`config.mk`:
```
export PLATFORM = sky130hd
export DESIGN_NAME = ssh_packet_deframer_top_flat
export DESIGN_NICKNAME = d
export VERILOG_FILES = /design/src/rtl/core/ssh_dfr_pkg.sv /design/src/rtl/core/ssh_dfr_if.sv /design/src/rtl/core/ssh_packet_deframer_top.sv /design/src/flat_wrapper.sv
export SDC_FILE = /design/constraint.sdc
export NUM_CORES = 1
export LEC_CHECK = 0
export ABC_AREA = 1
export BUFFER_PORTS_ARGS = -buffer_cell sky130_fd_sc_hd__buf_2
export CAP_MARGIN = 20
export CORE_ASPECT_RATIO = 0.5
export CORE_MARGIN = 2
export CORE_UTILIZATION = 55
export DETAILED_ROUTE_END_ITERATION = 12
export HOLD_SLACK_MARGIN = 0.12
export PLACE_DENSITY_LB_ADDON = 0.25
export SLEW_MARGIN = 20
export SYNTH_ARGS = -nofsm -noshare
export SYNTH_HDL_FRONTEND = slang
export SYNTH_SLANG_ARGS = --single-unit
```
`constraint.sdc`:
```
create_clock -name i_clk -period 7.1 [get_ports i_clk]
set_input_delay 0.355 -clock i_clk [delete_from_list [all_inputs] [get_ports i_clk]]
set_output_delay 0.355 -clock i_clk [all_outputs]
set_load 0.01 [all_outputs]
```
`src/rtl/core/ssh_dfr_pkg.sv`:
```
// Shared types and constants for the SSH packet deframer.
// Depends on nothing; the interfaces and every module in rtl/core use it.
package ssh_dfr_pkg;

    // Field widths
    localparam int unsigned BYTE_W = 8;
    localparam int unsigned STAT_W = 2;
    localparam int unsigned POS_W  = 33;   // byte index, saturating
    localparam int unsigned LEN_W  = 32;   // packet length field
    localparam int unsigned END_W  = 34;   // payload end index, L - P + 4

    // Packet layout
    localparam logic [POS_W-1:0] LEN_LAST_IDX = POS_W'(3);  // last length byte
    localparam logic [POS_W-1:0] PAD_IDX      = POS_W'(4);  // padding-length byte
    localparam logic [END_W-1:0] HDR_BYTES    = END_W'(4);  // header bytes minus one
    localparam logic [POS_W-1:0] POS_MAX      = '1;

    // Completion status codes
    localparam logic [STAT_W-1:0] ST_OK        = 2'd0;
    localparam logic [STAT_W-1:0] ST_RUNT      = 2'd1;  // under six bytes
    localparam logic [STAT_W-1:0] ST_TRUNCATED = 2'd2;  // payload incomplete

    // One result transaction
    typedef struct packed {
        logic [BYTE_W-1:0] out_byte;
        logic              out_valid;
        logic              out_done;
        logic [STAT_W-1:0] status;
    } t_result;

endpackage

```
`src/rtl/core/ssh_dfr_if.sv`:
```
// Valid/ready channel interfaces for the SSH packet deframer.
// Depends on ssh_dfr_pkg for field widths.
interface ssh_dfr_in_if;
    logic                            valid;
    logic                            ready;
    logic [ssh_dfr_pkg::BYTE_W-1:0]  in_byte;
    logic                            in_last;

    modport source (output valid, output in_byte, output in_last, input ready);
    modport sink   (input valid, input in_byte, input in_last, output ready);
endinterface

interface ssh_dfr_out_if;
    logic                            valid;
    logic                            ready;
    logic [ssh_dfr_pkg::BYTE_W-1:0]  out_byte;
    logic                            out_valid;
    logic                            out_done;
    logic [ssh_dfr_pkg::STAT_W-1:0]  status;

    modport source (output valid, output out_byte, output out_valid, output out_done,
                    output status, input ready);
    modport sink   (input valid, input out_byte, input out_valid, input out_done,
                    input status, output ready);
endinterface

```
`src/rtl/core/ssh_packet_deframer_top.sv`:
```
// SSH binary packet deframer: strips length, padding-length and padding bytes.
// Depends on ssh_dfr_pkg and the channel interfaces in ssh_dfr_if.sv.
//
//  Channel  Dir  Fields                                   Transaction when
//  i_in     in   in_byte, in_last                         valid && ready
//  o_out    out  out_byte, out_valid, out_done, status    valid && ready
//
//  One byte per cycle while the skid slot is empty; each result leaves from a register.
//  Per-byte work is one counter step and 34-bit compares against the
//  payload end index, which is registered when the padding-length byte arrives.
//  Reset (synchronous, active low) clears the packet state except the end index and empties both output slots.
//  A skid slot behind the output register absorbs one result while the sink
//  stalls; input ready drops only while that slot is full.
module ssh_packet_deframer_top (
    input  logic                  i_clk,
    input  logic                  i_rst_n,
    ssh_dfr_in_if.sink            i_in,
    ssh_dfr_out_if.source         o_out
);

    // Packet state
    logic [ssh_dfr_pkg::POS_W-1:0] r_pos, n_pos;
    logic [ssh_dfr_pkg::LEN_W-1:0] r_len, n_len;
    logic                          r_pad_ok, n_pad_ok;
    logic [ssh_dfr_pkg::END_W-1:0] r_end, n_end;

    // Output register and skid slot
    ssh_dfr_pkg::t_result r_out, r_skid, w_res;
    logic                 r_out_vld, r_skid_vld;

    logic w_accept;
    logic w_produce;
    logic w_is_payload;
    logic w_out_fire;
    logic w_out_free;
    logic [ssh_dfr_pkg::END_W-1:0] w_count;

    assign i_in.ready = !r_skid_vld;
    assign w_accept   = i_in.valid && !r_skid_vld;
    assign w_out_fire = r_out_vld && o_out.ready;
    assign w_out_free = !r_out_vld || w_out_fire;

    // Byte classification and completion status
    always_comb begin
        w_count      = {1'b0, r_pos} + ssh_dfr_pkg::END_W'(1);
        w_is_payload = (r_pos > ssh_dfr_pkg::PAD_IDX) && r_pad_ok &&
                       ({1'b0, r_pos} < r_end);

        w_res.out_byte  = w_is_payload ? i_in.in_byte : '0;
        w_res.out_valid = w_is_payload;
        w_res.out_done  = i_in.in_last;
        w_res.status    = ssh_dfr_pkg::ST_OK;
        if (i_in.in_last) begin
            if (r_pos <= ssh_dfr_pkg::PAD_IDX) begin
                w_res.status = ssh_dfr_pkg::ST_RUNT;
            end else if (!r_pad_ok || (w_count < r_end)) begin
                w_res.status = ssh_dfr_pkg::ST_TRUNCATED;
            end
        end
        w_produce = w_accept && (i_in.in_last || w_is_payload);
    end

    // Header capture and position counter
    always_comb begin
        n_pos    = r_pos;
        n_len    = r_len;
        n_pad_ok = r_pad_ok;
        n_end    = r_end;
        if (w_accept) begin
            if (r_pos <= ssh_dfr_pkg::LEN_LAST_IDX) begin
                n_len = {r_len[ssh_dfr_pkg::LEN_W-ssh_dfr_pkg::BYTE_W-1:0], i_in.in_byte};
            end
            if (r_pos == ssh_dfr_pkg::PAD_IDX) begin
                // payload ends before index L - P + 4 when P + 1 <= L
                n_pad_ok = r_len > ssh_dfr_pkg::LEN_W'(i_in.in_byte);
                n_end    = {2'b00, r_len} - ssh_dfr_pkg::END_W'(i_in.in_byte)
                           + ssh_dfr_pkg::HDR_BYTES;
            end
            if (r_pos != ssh_dfr_pkg::POS_MAX) begin
                n_pos = r_pos + ssh_dfr_pkg::POS_W'(1);
            end
            if (i_in.in_last) begin
                n_pos    = '0;
                n_len    = '0;
                n_pad_ok = 1'b0;
            end
        end
    end

    always_ff @(posedge i_clk) begin
        if (!i_rst_n) begin
            r_pos    <= '0;
            r_len    <= '0;
            r_pad_ok <= 1'b0;
        end else begin
            r_pos    <= n_pos;
            r_len    <= n_len;
            r_pad_ok <= n_pad_ok;
        end
        r_end <= n_end;
    end

    // Output register with skid slot
    always_ff @(posedge i_clk) begin
        if (!i_rst_n) begin
            r_out_vld  <= 1'b0;
            r_skid_vld <= 1'b0;
        end else begin
            if (w_out_free) begin
                if (r_skid_vld) begin
                    r_out_vld  <= 1'b1;
                    r_skid_vld <= 1'b0;
                end else begin
                    r_out_vld <= w_produce;
                end
            end else if (w_produce) begin
                r_skid_vld <= 1'b1;
            end
        end
        if (w_out_free) begin
            r_out <= r_skid_vld ? r_skid : w_res;
        end
        if (!w_out_free && w_produce) begin
            r_skid <= w_res;
        end
    end

    assign o_out.valid     = r_out_vld;
    assign o_out.out_byte  = r_out.out_byte;
    assign o_out.out_valid = r_out.out_valid;
    assign o_out.out_done  = r_out.out_done;
    assign o_out.status    = r_out.status;

endmodule

```
`src/flat_wrapper.sv`:
```
// flat-port wrapper written by rule: the top's interface ports become plain ports
module ssh_packet_deframer_top_flat 
  (i_clk, i_rst_n, i_in_valid, i_in_in_byte, i_in_in_last, i_in_ready, o_out_valid, o_out_out_byte, o_out_out_valid, o_out_out_done, o_out_status, o_out_ready);
  ssh_dfr_in_if i_in_i ();
  ssh_dfr_out_if o_out_i ();
  input  logic i_clk;
  input  logic i_rst_n;
  input wire logic [$bits(i_in_i.valid)-1:0] i_in_valid;
  input wire logic [$bits(i_in_i.in_byte)-1:0] i_in_in_byte;
  input wire logic [$bits(i_in_i.in_last)-1:0] i_in_in_last;
  output wire logic [$bits(i_in_i.ready)-1:0] i_in_ready;
  output wire logic [$bits(o_out_i.valid)-1:0] o_out_valid;
  output wire logic [$bits(o_out_i.out_byte)-1:0] o_out_out_byte;
  output wire logic [$bits(o_out_i.out_valid)-1:0] o_out_out_valid;
  output wire logic [$bits(o_out_i.out_done)-1:0] o_out_out_done;
  output wire logic [$bits(o_out_i.status)-1:0] o_out_status;
  input wire logic [$bits(o_out_i.ready)-1:0] o_out_ready;
  assign i_in_i.valid = i_in_valid;
  assign i_in_i.in_byte = i_in_in_byte;
  assign i_in_i.in_last = i_in_in_last;
  assign i_in_ready = i_in_i.ready;
  assign o_out_valid = o_out_i.valid;
  assign o_out_out_byte = o_out_i.out_byte;
  assign o_out_out_valid = o_out_i.out_valid;
  assign o_out_out_done = o_out_i.out_done;
  assign o_out_status = o_out_i.status;
  assign o_out_i.ready = o_out_ready;
  ssh_packet_deframer_top u_core (.i_clk(i_clk), .i_rst_n(i_rst_n), .i_in(i_in_i), .o_out(o_out_i));
endmodule
```
==> impl_metrics.env, run 1 <==
export IMPL_status="completed"
export IMPL_grt_max_degree=52
export IMPL_routabilityCongestion=0.975
export IMPL_coreArea_sq_mm=0.0176
export IMPL_ioPinCount=27
export IMPL_critPathCaptureType="flip-flop"
export IMPL_cts_max_path_buffers=2
export IMPL_diodes=0
export IMPL_cts_sinks=126
export IMPL_ir_worst_vdd_v=0.000158
export IMPL_fin_setup_tns_ns=0
export IMPL_p_leak_uw=0.00518
export IMPL_rrSetupSlack_ns=3.12
export IMPL_synth_ff_type="dfxtp_1"
export IMPL_yosysMostFrequentCell="nand2_1"
export IMPL_max_cap_violations=0
export IMPL_critical_path_startpoint="u_core.r_pos[0]$_SDFFE_PN0P_"
export IMPL_die_y_microns=99.2
export IMPL_io_buffers=26
export IMPL_rsz0062_at_grt="false"
export IMPL_fin_nets=1588
export IMPL_power_density_mw_per_mm2=193
export IMPL_drt_iter0_markers=929
export IMPL_grt_pass1_vias=9288
export IMPL_gr_total_overflow=0
export IMPL_required_ns=7.26
export IMPL_dieArea_sq_mm=0.0193
export IMPL_hold_path_class="in2reg"
export IMPL_finalClockSkew_ns=0.00947
export IMPL_numCtsBuffers=17
export IMPL_syn_area_sq_mm=0.00997
export IMPL_avgSynthCellArea_sq_um=6.74
export IMPL_root_buffer="clkbuf_16"
export IMPL_synth_cell_types=43
export IMPL_grt_first_pass_wirelength_microns=47000
export IMPL_crit_arrival_ns=4.14
export IMPL_drc_errors=0
export IMPL_critPathKind="reg2reg"
export IMPL_path_max_fanout=8
export IMPL_rows=34
export IMPL_layout_drive_gt1_share=0.103
export IMPL_die_w_microns=194
export IMPL_yosysWarnings=0
export IMPL_fmax_ghz=0.251
export IMPL_cts_setup_buffers=0
export IMPL_setup_viol=0
export IMPL_yosysTopAreaCell="edfxtp_1"
export IMPL_worstRegToRegCells=21
export IMPL_htreeDepth=4
export IMPL_cts_clk_slew_worst_paths_ns=0.06
export IMPL_cp_endpoint="u_core.r_skid[1]$_DFFE_PP_"
export IMPL_async_flop_share=0
export IMPL_synth_seq_cells=126
export IMPL_wirelength_microns=28900
export IMPL_worstReg2RegStart="u_core.r_pos[0]$_SDFFE_PN0P_"
export IMPL_cts_resized=0
export IMPL_firstDrtPassIters=5
export IMPL_cts_tree="done"
export IMPL_post_drt_wl_per_cell_microns=16.6
export IMPL_worst_pin_slew_ns=1.06
export IMPL_via_count=9855
export IMPL_cts_hold_buf=0
export IMPL_netlist_top_cells_area="edfxtp_1, nand2_1, dfxtp_1"
export IMPL_finalCritPeriodShare=0.560
export IMPL_synth_nets=1570
export IMPL_hpwl_microns=22500
export IMPL_ys_seq_area_frac=0.311
export IMPL_worstSkewPairLatency_ns=0.43
export IMPL_final_hold_viol_count=0
export IMPL_antenna_found_initial=0
export IMPL_synth_edff_count=58
export IMPL_ant_nets=0
export IMPL_startpoint_type="flip-flop"
export IMPL_maxSlewViolCount=0
export IMPL_min_period_ns=3.98
export IMPL_via_per_inst=5.65
export IMPL_areaGrowthSynthToFinish_pct=9.29
export IMPL_synthCells=1479
export IMPL_gr_usage_all_layers=0.311
export IMPL_synth_commonest_cells="nand2_1, inv_1, nor2_1"
export IMPL_initial_core_util=0.568
export IMPL_relSlewSlack=0.292
export IMPL_reg2reg_to="u_core.r_skid[1]$_DFFE_PP_"
export IMPL_yosysTopAreaCellShare=0.175
export IMPL_whs_ns=0.187
## state kept, by name, indices dropped and copies added (netlist names), 2 cells and up
signal / cells
u_core.o_out.out_byte: 8
u_core.o_out.status: 2
u_core.r_end: 34
u_core.r_len: 32
u_core.r_pos: 33
u_core.r_skid: 12
## stage by stage
stage	area (sq um)	util	worst slack, ns	cells	total power, uW
5_1_grt	10900	0.620	2.79	1743	2180
2_1_floorplan	9970	-	3.38	1479	1080
4_1_cts	10900	0.620	3.13	1743	2090
6_report	10900	0.620	3.12	1743	2100
3_3_place_gp	10300	0.586	3.33	1712	1180
3_5_place_dp	10300	0.586	3.16	1712	1180
## power by group
group	internal [uW]	switching, uW	leakage, uW
registers	781	15.7	0.00111
clock network	561	361	0.000286
logic	103	278	0.00379
## worst min-delay path by stage
stage	startpoint	endpoint	slack (ns)	cells after the start
after floorplan	u_core.r_len[0]$_SDFFE_PN0P_	u_core.r_len[0]$_SDFFE_PN0P_	0.45	2
after global placement	u_core.r_len[0]$_SDFFE_PN0P_	u_core.r_len[0]$_SDFFE_PN0P_	0.47	2
after detailed placement	u_core.r_len[0]$_SDFFE_PN0P_	u_core.r_len[0]$_SDFFE_PN0P_	0.48	2
after CTS	o_out_ready	u_core.o_out.valid$_SDFFE_PN0P_	0.18	4
after global routing	o_out_ready	u_core.o_out.valid$_SDFFE_PN0P_	0.21	4
final	o_out_ready	u_core.o_out.valid$_SDFFE_PN0P_	0.19	4
## cells by family (layout without fill, tap and decap cells)
logic type               after synthesis  in the layout  share of synthesized area
AND/OR/NAND/NOR                      835            835                      0.380
buffers and inverters                232            262                     0.0895
AO/OA/AOI/OAI                        171            171                     0.0887
flip-flops                           126            126                      0.311
adder cells (fa/ha/maj)               78             78                     0.0986
XOR/XNOR                              37             37                     0.0325
## layout by cell type (no fill, tap or decap), drive strengths merged
master / count
clkinv: 5
xor2: 34
buf: 29
nand2: 455
clkbuf: 18
fa: 1
bufinv: 3
a21o: 1
nand4: 45
nand3: 86
o32ai: 1
dfxtp: 68
nor3: 38
and2: 3
a21oi: 120
nor3b: 2
o21ai: 45
o21a: 2
xnor2: 3
a22oi: 1
nor4: 5
clkinvlp: 3
nor2: 194
or2: 4
ha: 77
edfxtp: 58
nand3b: 2
o221ai: 1
or4: 1
inv: 204
## critical path, cell delays in order (launching register included)
cell and delay, ns:
dfxtp_1 0.46, ha_1 0.27, nand2_2 0.09, nor2_4 0.18, nand4_4 0.13, nor2_2 0.19, nand2_2 0.10, nor2_2 0.13
nand3_2 0.12, nor2_2 0.17, nand2_1 0.09, nor3_1 0.16, ha_1 0.27, ha_1 0.28, nand2_1 0.07, or4_1 0.55
nor2_1 0.11, nand2_1 0.07, nand2_1 0.09, nand2_1 0.08, nand2_1 0.06, nor2_1 0.05
## final cells by class
type | count | area [sq um]
clock buffer | 18 | 439
clock inverter | 13 | 165
fill | 1609 | 6670
inverter | 202 | 758
multi-input combinational | 1121 | 5990
sequential | 126 | 3100
tap | 234 | 293
timing repair buffer | 29 | 153
## layer usage
metal,GRT usage,up-vias,part of all wire
met1,0.446,4539,0.47
li1,-,4841,-
met3,0.0492,60,0.086
met2,0.484,415,0.42
met4,0.0935,0,0.020
met5,0,-,0
No activity file was read; power rests on OpenSTA's default activity.
==> run 2: changes to the inputs <==
clock period = 3.8 ns   (was 7.1 ns; I/O delays follow)
==> run 2 against run 1 <==
Compared with the run above:
- clock skew rose by 0.0065 ns
- clock power rose by 86%
- register-to-register slack got worse by 3.0 ns
- sequential share of layout area fell by 0.60 points
- die area did not move
- worst setup slack got worse by 3.0 ns
- first-iteration DRC count rose by 4.7%
- via count rose by 0.65%
- count of clock-buffer cells in the layout rose by 1
- largest power group unchanged
- highest routed layer unchanged
==> impl_metrics.env, run 2 (synthesis results as in run 1) <==
export IMPL_maxSlewViolCount=0
export IMPL_worst_slack_ns=0.0873
export IMPL_rrSetupSlack_ns=0.09
export IMPL_multi_input_area_sq_mm=0.00605
export IMPL_ir_worst_vdd_v=0.000320
export IMPL_via_per_inst=5.62
export IMPL_firstDrtPassIters=6
export IMPL_ioPinCount=27
export IMPL_drc_errors=0
export IMPL_status="completed"
export IMPL_power_density_mw_per_mm2=352
export IMPL_die_y_microns=99.2
export IMPL_design_area_sq_mm=0.0111
export IMPL_p_comb_frac=0.183
export IMPL_rows=34
export IMPL_post_drt_wl_per_cell_microns=16.6
export IMPL_coreArea_sq_mm=0.0176
export IMPL_gr_usage_all_layers=0.315
export IMPL_p_leak_uw=0.00530
export IMPL_largest_register_ffs=34
export IMPL_io_buffers=26
export IMPL_cts_max_path_buffers=2
export IMPL_ant_nets=0
export IMPL_antenna_found_initial=0
export IMPL_cts_clk_slew_worst_paths_ns=0.07
export IMPL_worst_pin_slew_ns=0.930
export IMPL_holdPathStages=3
export IMPL_worstSkewPairLatency_ns=0.43
export IMPL_finalCritPeriodShare=0.977
export IMPL_setup_viol=0
export IMPL_grt_first_pass_wirelength_microns=47700
export IMPL_worstReg2RegStart="u_core.r_pos[1]$_SDFFE_PN0P_"
export IMPL_critPathKind="reg2reg"
export IMPL_worstRegToRegCells=21
export IMPL_relSlewSlack=0.379
export IMPL_cts_tree="done"
export IMPL_regArea_sq_mm=0.00311
export IMPL_final_hold_viol_count=0
export IMPL_p_switching_uw=1250
export IMPL_fin_nets=1609
export IMPL_grt_max_degree=46
export IMPL_numCtsBuffers=17
export IMPL_initial_core_util=0.568
export IMPL_crit_arrival_ns=3.89
export IMPL_min_to="u_core.r_len[2]$_SDFFE_PN0P_"
export IMPL_areaGrowthSynthToFinish_pct=11.7
export IMPL_hold_path_class="in2reg"
export IMPL_fillers=1599
export IMPL_critPathCaptureType="flip-flop"
export IMPL_gr_total_overflow=0
export IMPL_dp_slack_ns=0.0832
export IMPL_diodes=0
export IMPL_dieArea_sq_mm=0.0193
export IMPL_cts_sinks=126
export IMPL_die_w_microns=194
export IMPL_via_count=9919
export IMPL_dpl_cell_area_sq_mm=0.0104
export IMPL_min_period_ns=3.71
export IMPL_final_cell_mix="nand2_1, inv_1, nor2_1"
export IMPL_fmax_ghz=0.269
export IMPL_layout_drive_gt1_share=0.116
export IMPL_power_frac_seq=0.379
export IMPL_wirelength_microns=29400
export IMPL_internal_power_uw=2670
export IMPL_htreeDepth=4
export IMPL_layout_commonest_cell="nand2_1"
export IMPL_hpwl_microns=22800
export IMPL_path_max_fanout=4
export IMPL_root_buffer="clkbuf_16"
export IMPL_clockPowerShare=0.438
export IMPL_grt_pass1_vias=9393
export IMPL_routabilityCongestion=0.967
export IMPL_finalClockSkew_ns=0.0160
export IMPL_reg2reg_to="u_core.o_out.status[1]$_DFFE_PP_"
export IMPL_required_ns=3.97
export IMPL_min_from="i_in_in_byte[2]"
export IMPL_startpoint_type="flip-flop"
export IMPL_drt_iter0_markers=973
export IMPL_sw_frac_of_total=0.318
export IMPL_max_cap_violations=0
export IMPL_top_register="u_core.r_end"
export IMPL_reg_top3="u_core.r_end: 34 flops, u_core.r_pos: 33 flops, u_core.r_len: 32 flops"
run 2: cell types whose count changed in the layout (fill, tap and decap cells not counted), sizes merged:
cell / change
buf: +15
bufinv: -1
clkbuf: +1
clkinv: -2
dlygate4sd3: +6
inv: +3
run 2: final cells by class:
type | count | share of cell area
sequential | 126 | 0.279
inverter | 202 | 0.0681
multi-input combinational | 1121 | 0.543
timing repair buffer | 50 | 0.0292
tap | 234 | 0.0263
clock buffer | 19 | 0.0407
clock inverter | 13 | 0.0137
run 2: per-stage QoR:
step | TNS, ns | hold WS [ns] | power, uW | instances | utilization
after detailed placement | 0 | 0.464 | 2210 | 1720 | 0.589
after global placement | 0 | 0.448 | 2200 | 1720 | 0.589
after CTS | 0 | 0.140 | 3900 | 1758 | 0.627
after floorplan | 0 | 0.289 | 2010 | 1479 | -
final | 0 | 0.149 | 3920 | 1765 | 0.634
after global routing | -0.154 | 0.135 | 4070 | 1765 | 0.634
run 2: critical path, cell delays in order, from the launching register on:
cell and delay [ns]:
dfxtp_2 0.35, ha_4 0.15, nand2_2 0.06, nor2_4 0.17
nand4_4 0.11, nor2_4 0.17, nand2_4 0.08, nor2_4 0.14
nand3_4 0.09, nor2_4 0.13, nand2_1 0.09, nor3_2 0.20
ha_1 0.30, ha_4 0.28, nand2_1 0.09, or4_4 0.57
nor2_4 0.12, nand2_1 0.09, nand2_1 0.08, nand2_1 0.07
nand3_1 0.07, nand2_1 0.06
run 2: layer usage:
| metal | routed length, microns | track usage |
|---|---|---|
| met3 | 2610 | 0.0600 |
| met4 | 448 | 0.0846 |
| met1 | 13600 | 0.444 |
| met2 | 12700 | 0.497 |
| met5 | 0 | 0 |
run 2: power by group through the flow:
stage               registers [uW]  clock network, uW  logic (uW)
finish                        1490               1720         716
global route                  1490               1790         793
CTS                           1490               1720         698
detailed placement            1520                  0         690
global placement              1510                  0         682
floorplan                     1510                  0         500
run 2: how the worst max path moves through the flow:
stage                            startpoint                                to  slack (ns)  depth (start not counted)
6_report       u_core.r_pos[1]$_SDFFE_PN0P_  u_core.o_out.status[1]$_DFFE_PP_        0.09                         21
5_1_grt        u_core.r_pos[1]$_SDFFE_PN0P_  u_core.o_out.status[1]$_DFFE_PP_       -0.08                         21
4_1_cts        u_core.r_pos[0]$_SDFFE_PN0P_  u_core.o_out.status[1]$_DFFE_PP_        0.04                         21
3_5_place_dp   u_core.r_pos[0]$_SDFFE_PN0P_  u_core.o_out.status[1]$_DFFE_PP_        0.08                         20
3_3_place_gp   u_core.r_pos[0]$_SDFFE_PN0P_  u_core.o_out.status[1]$_DFFE_PP_        0.22                         21
2_1_floorplan  u_core.r_pos[6]$_SDFFE_PN0P_         u_core.r_end[0]$_DFFE_PP_        0.08                          5
run 2: repair_timing:
item,CTS,global route
gates resized for setup,0,14
hold endpoints to repair,6,0
hold buffers,6,0
buffers inserted,0,7
endpoints found under the setup margin,0,2
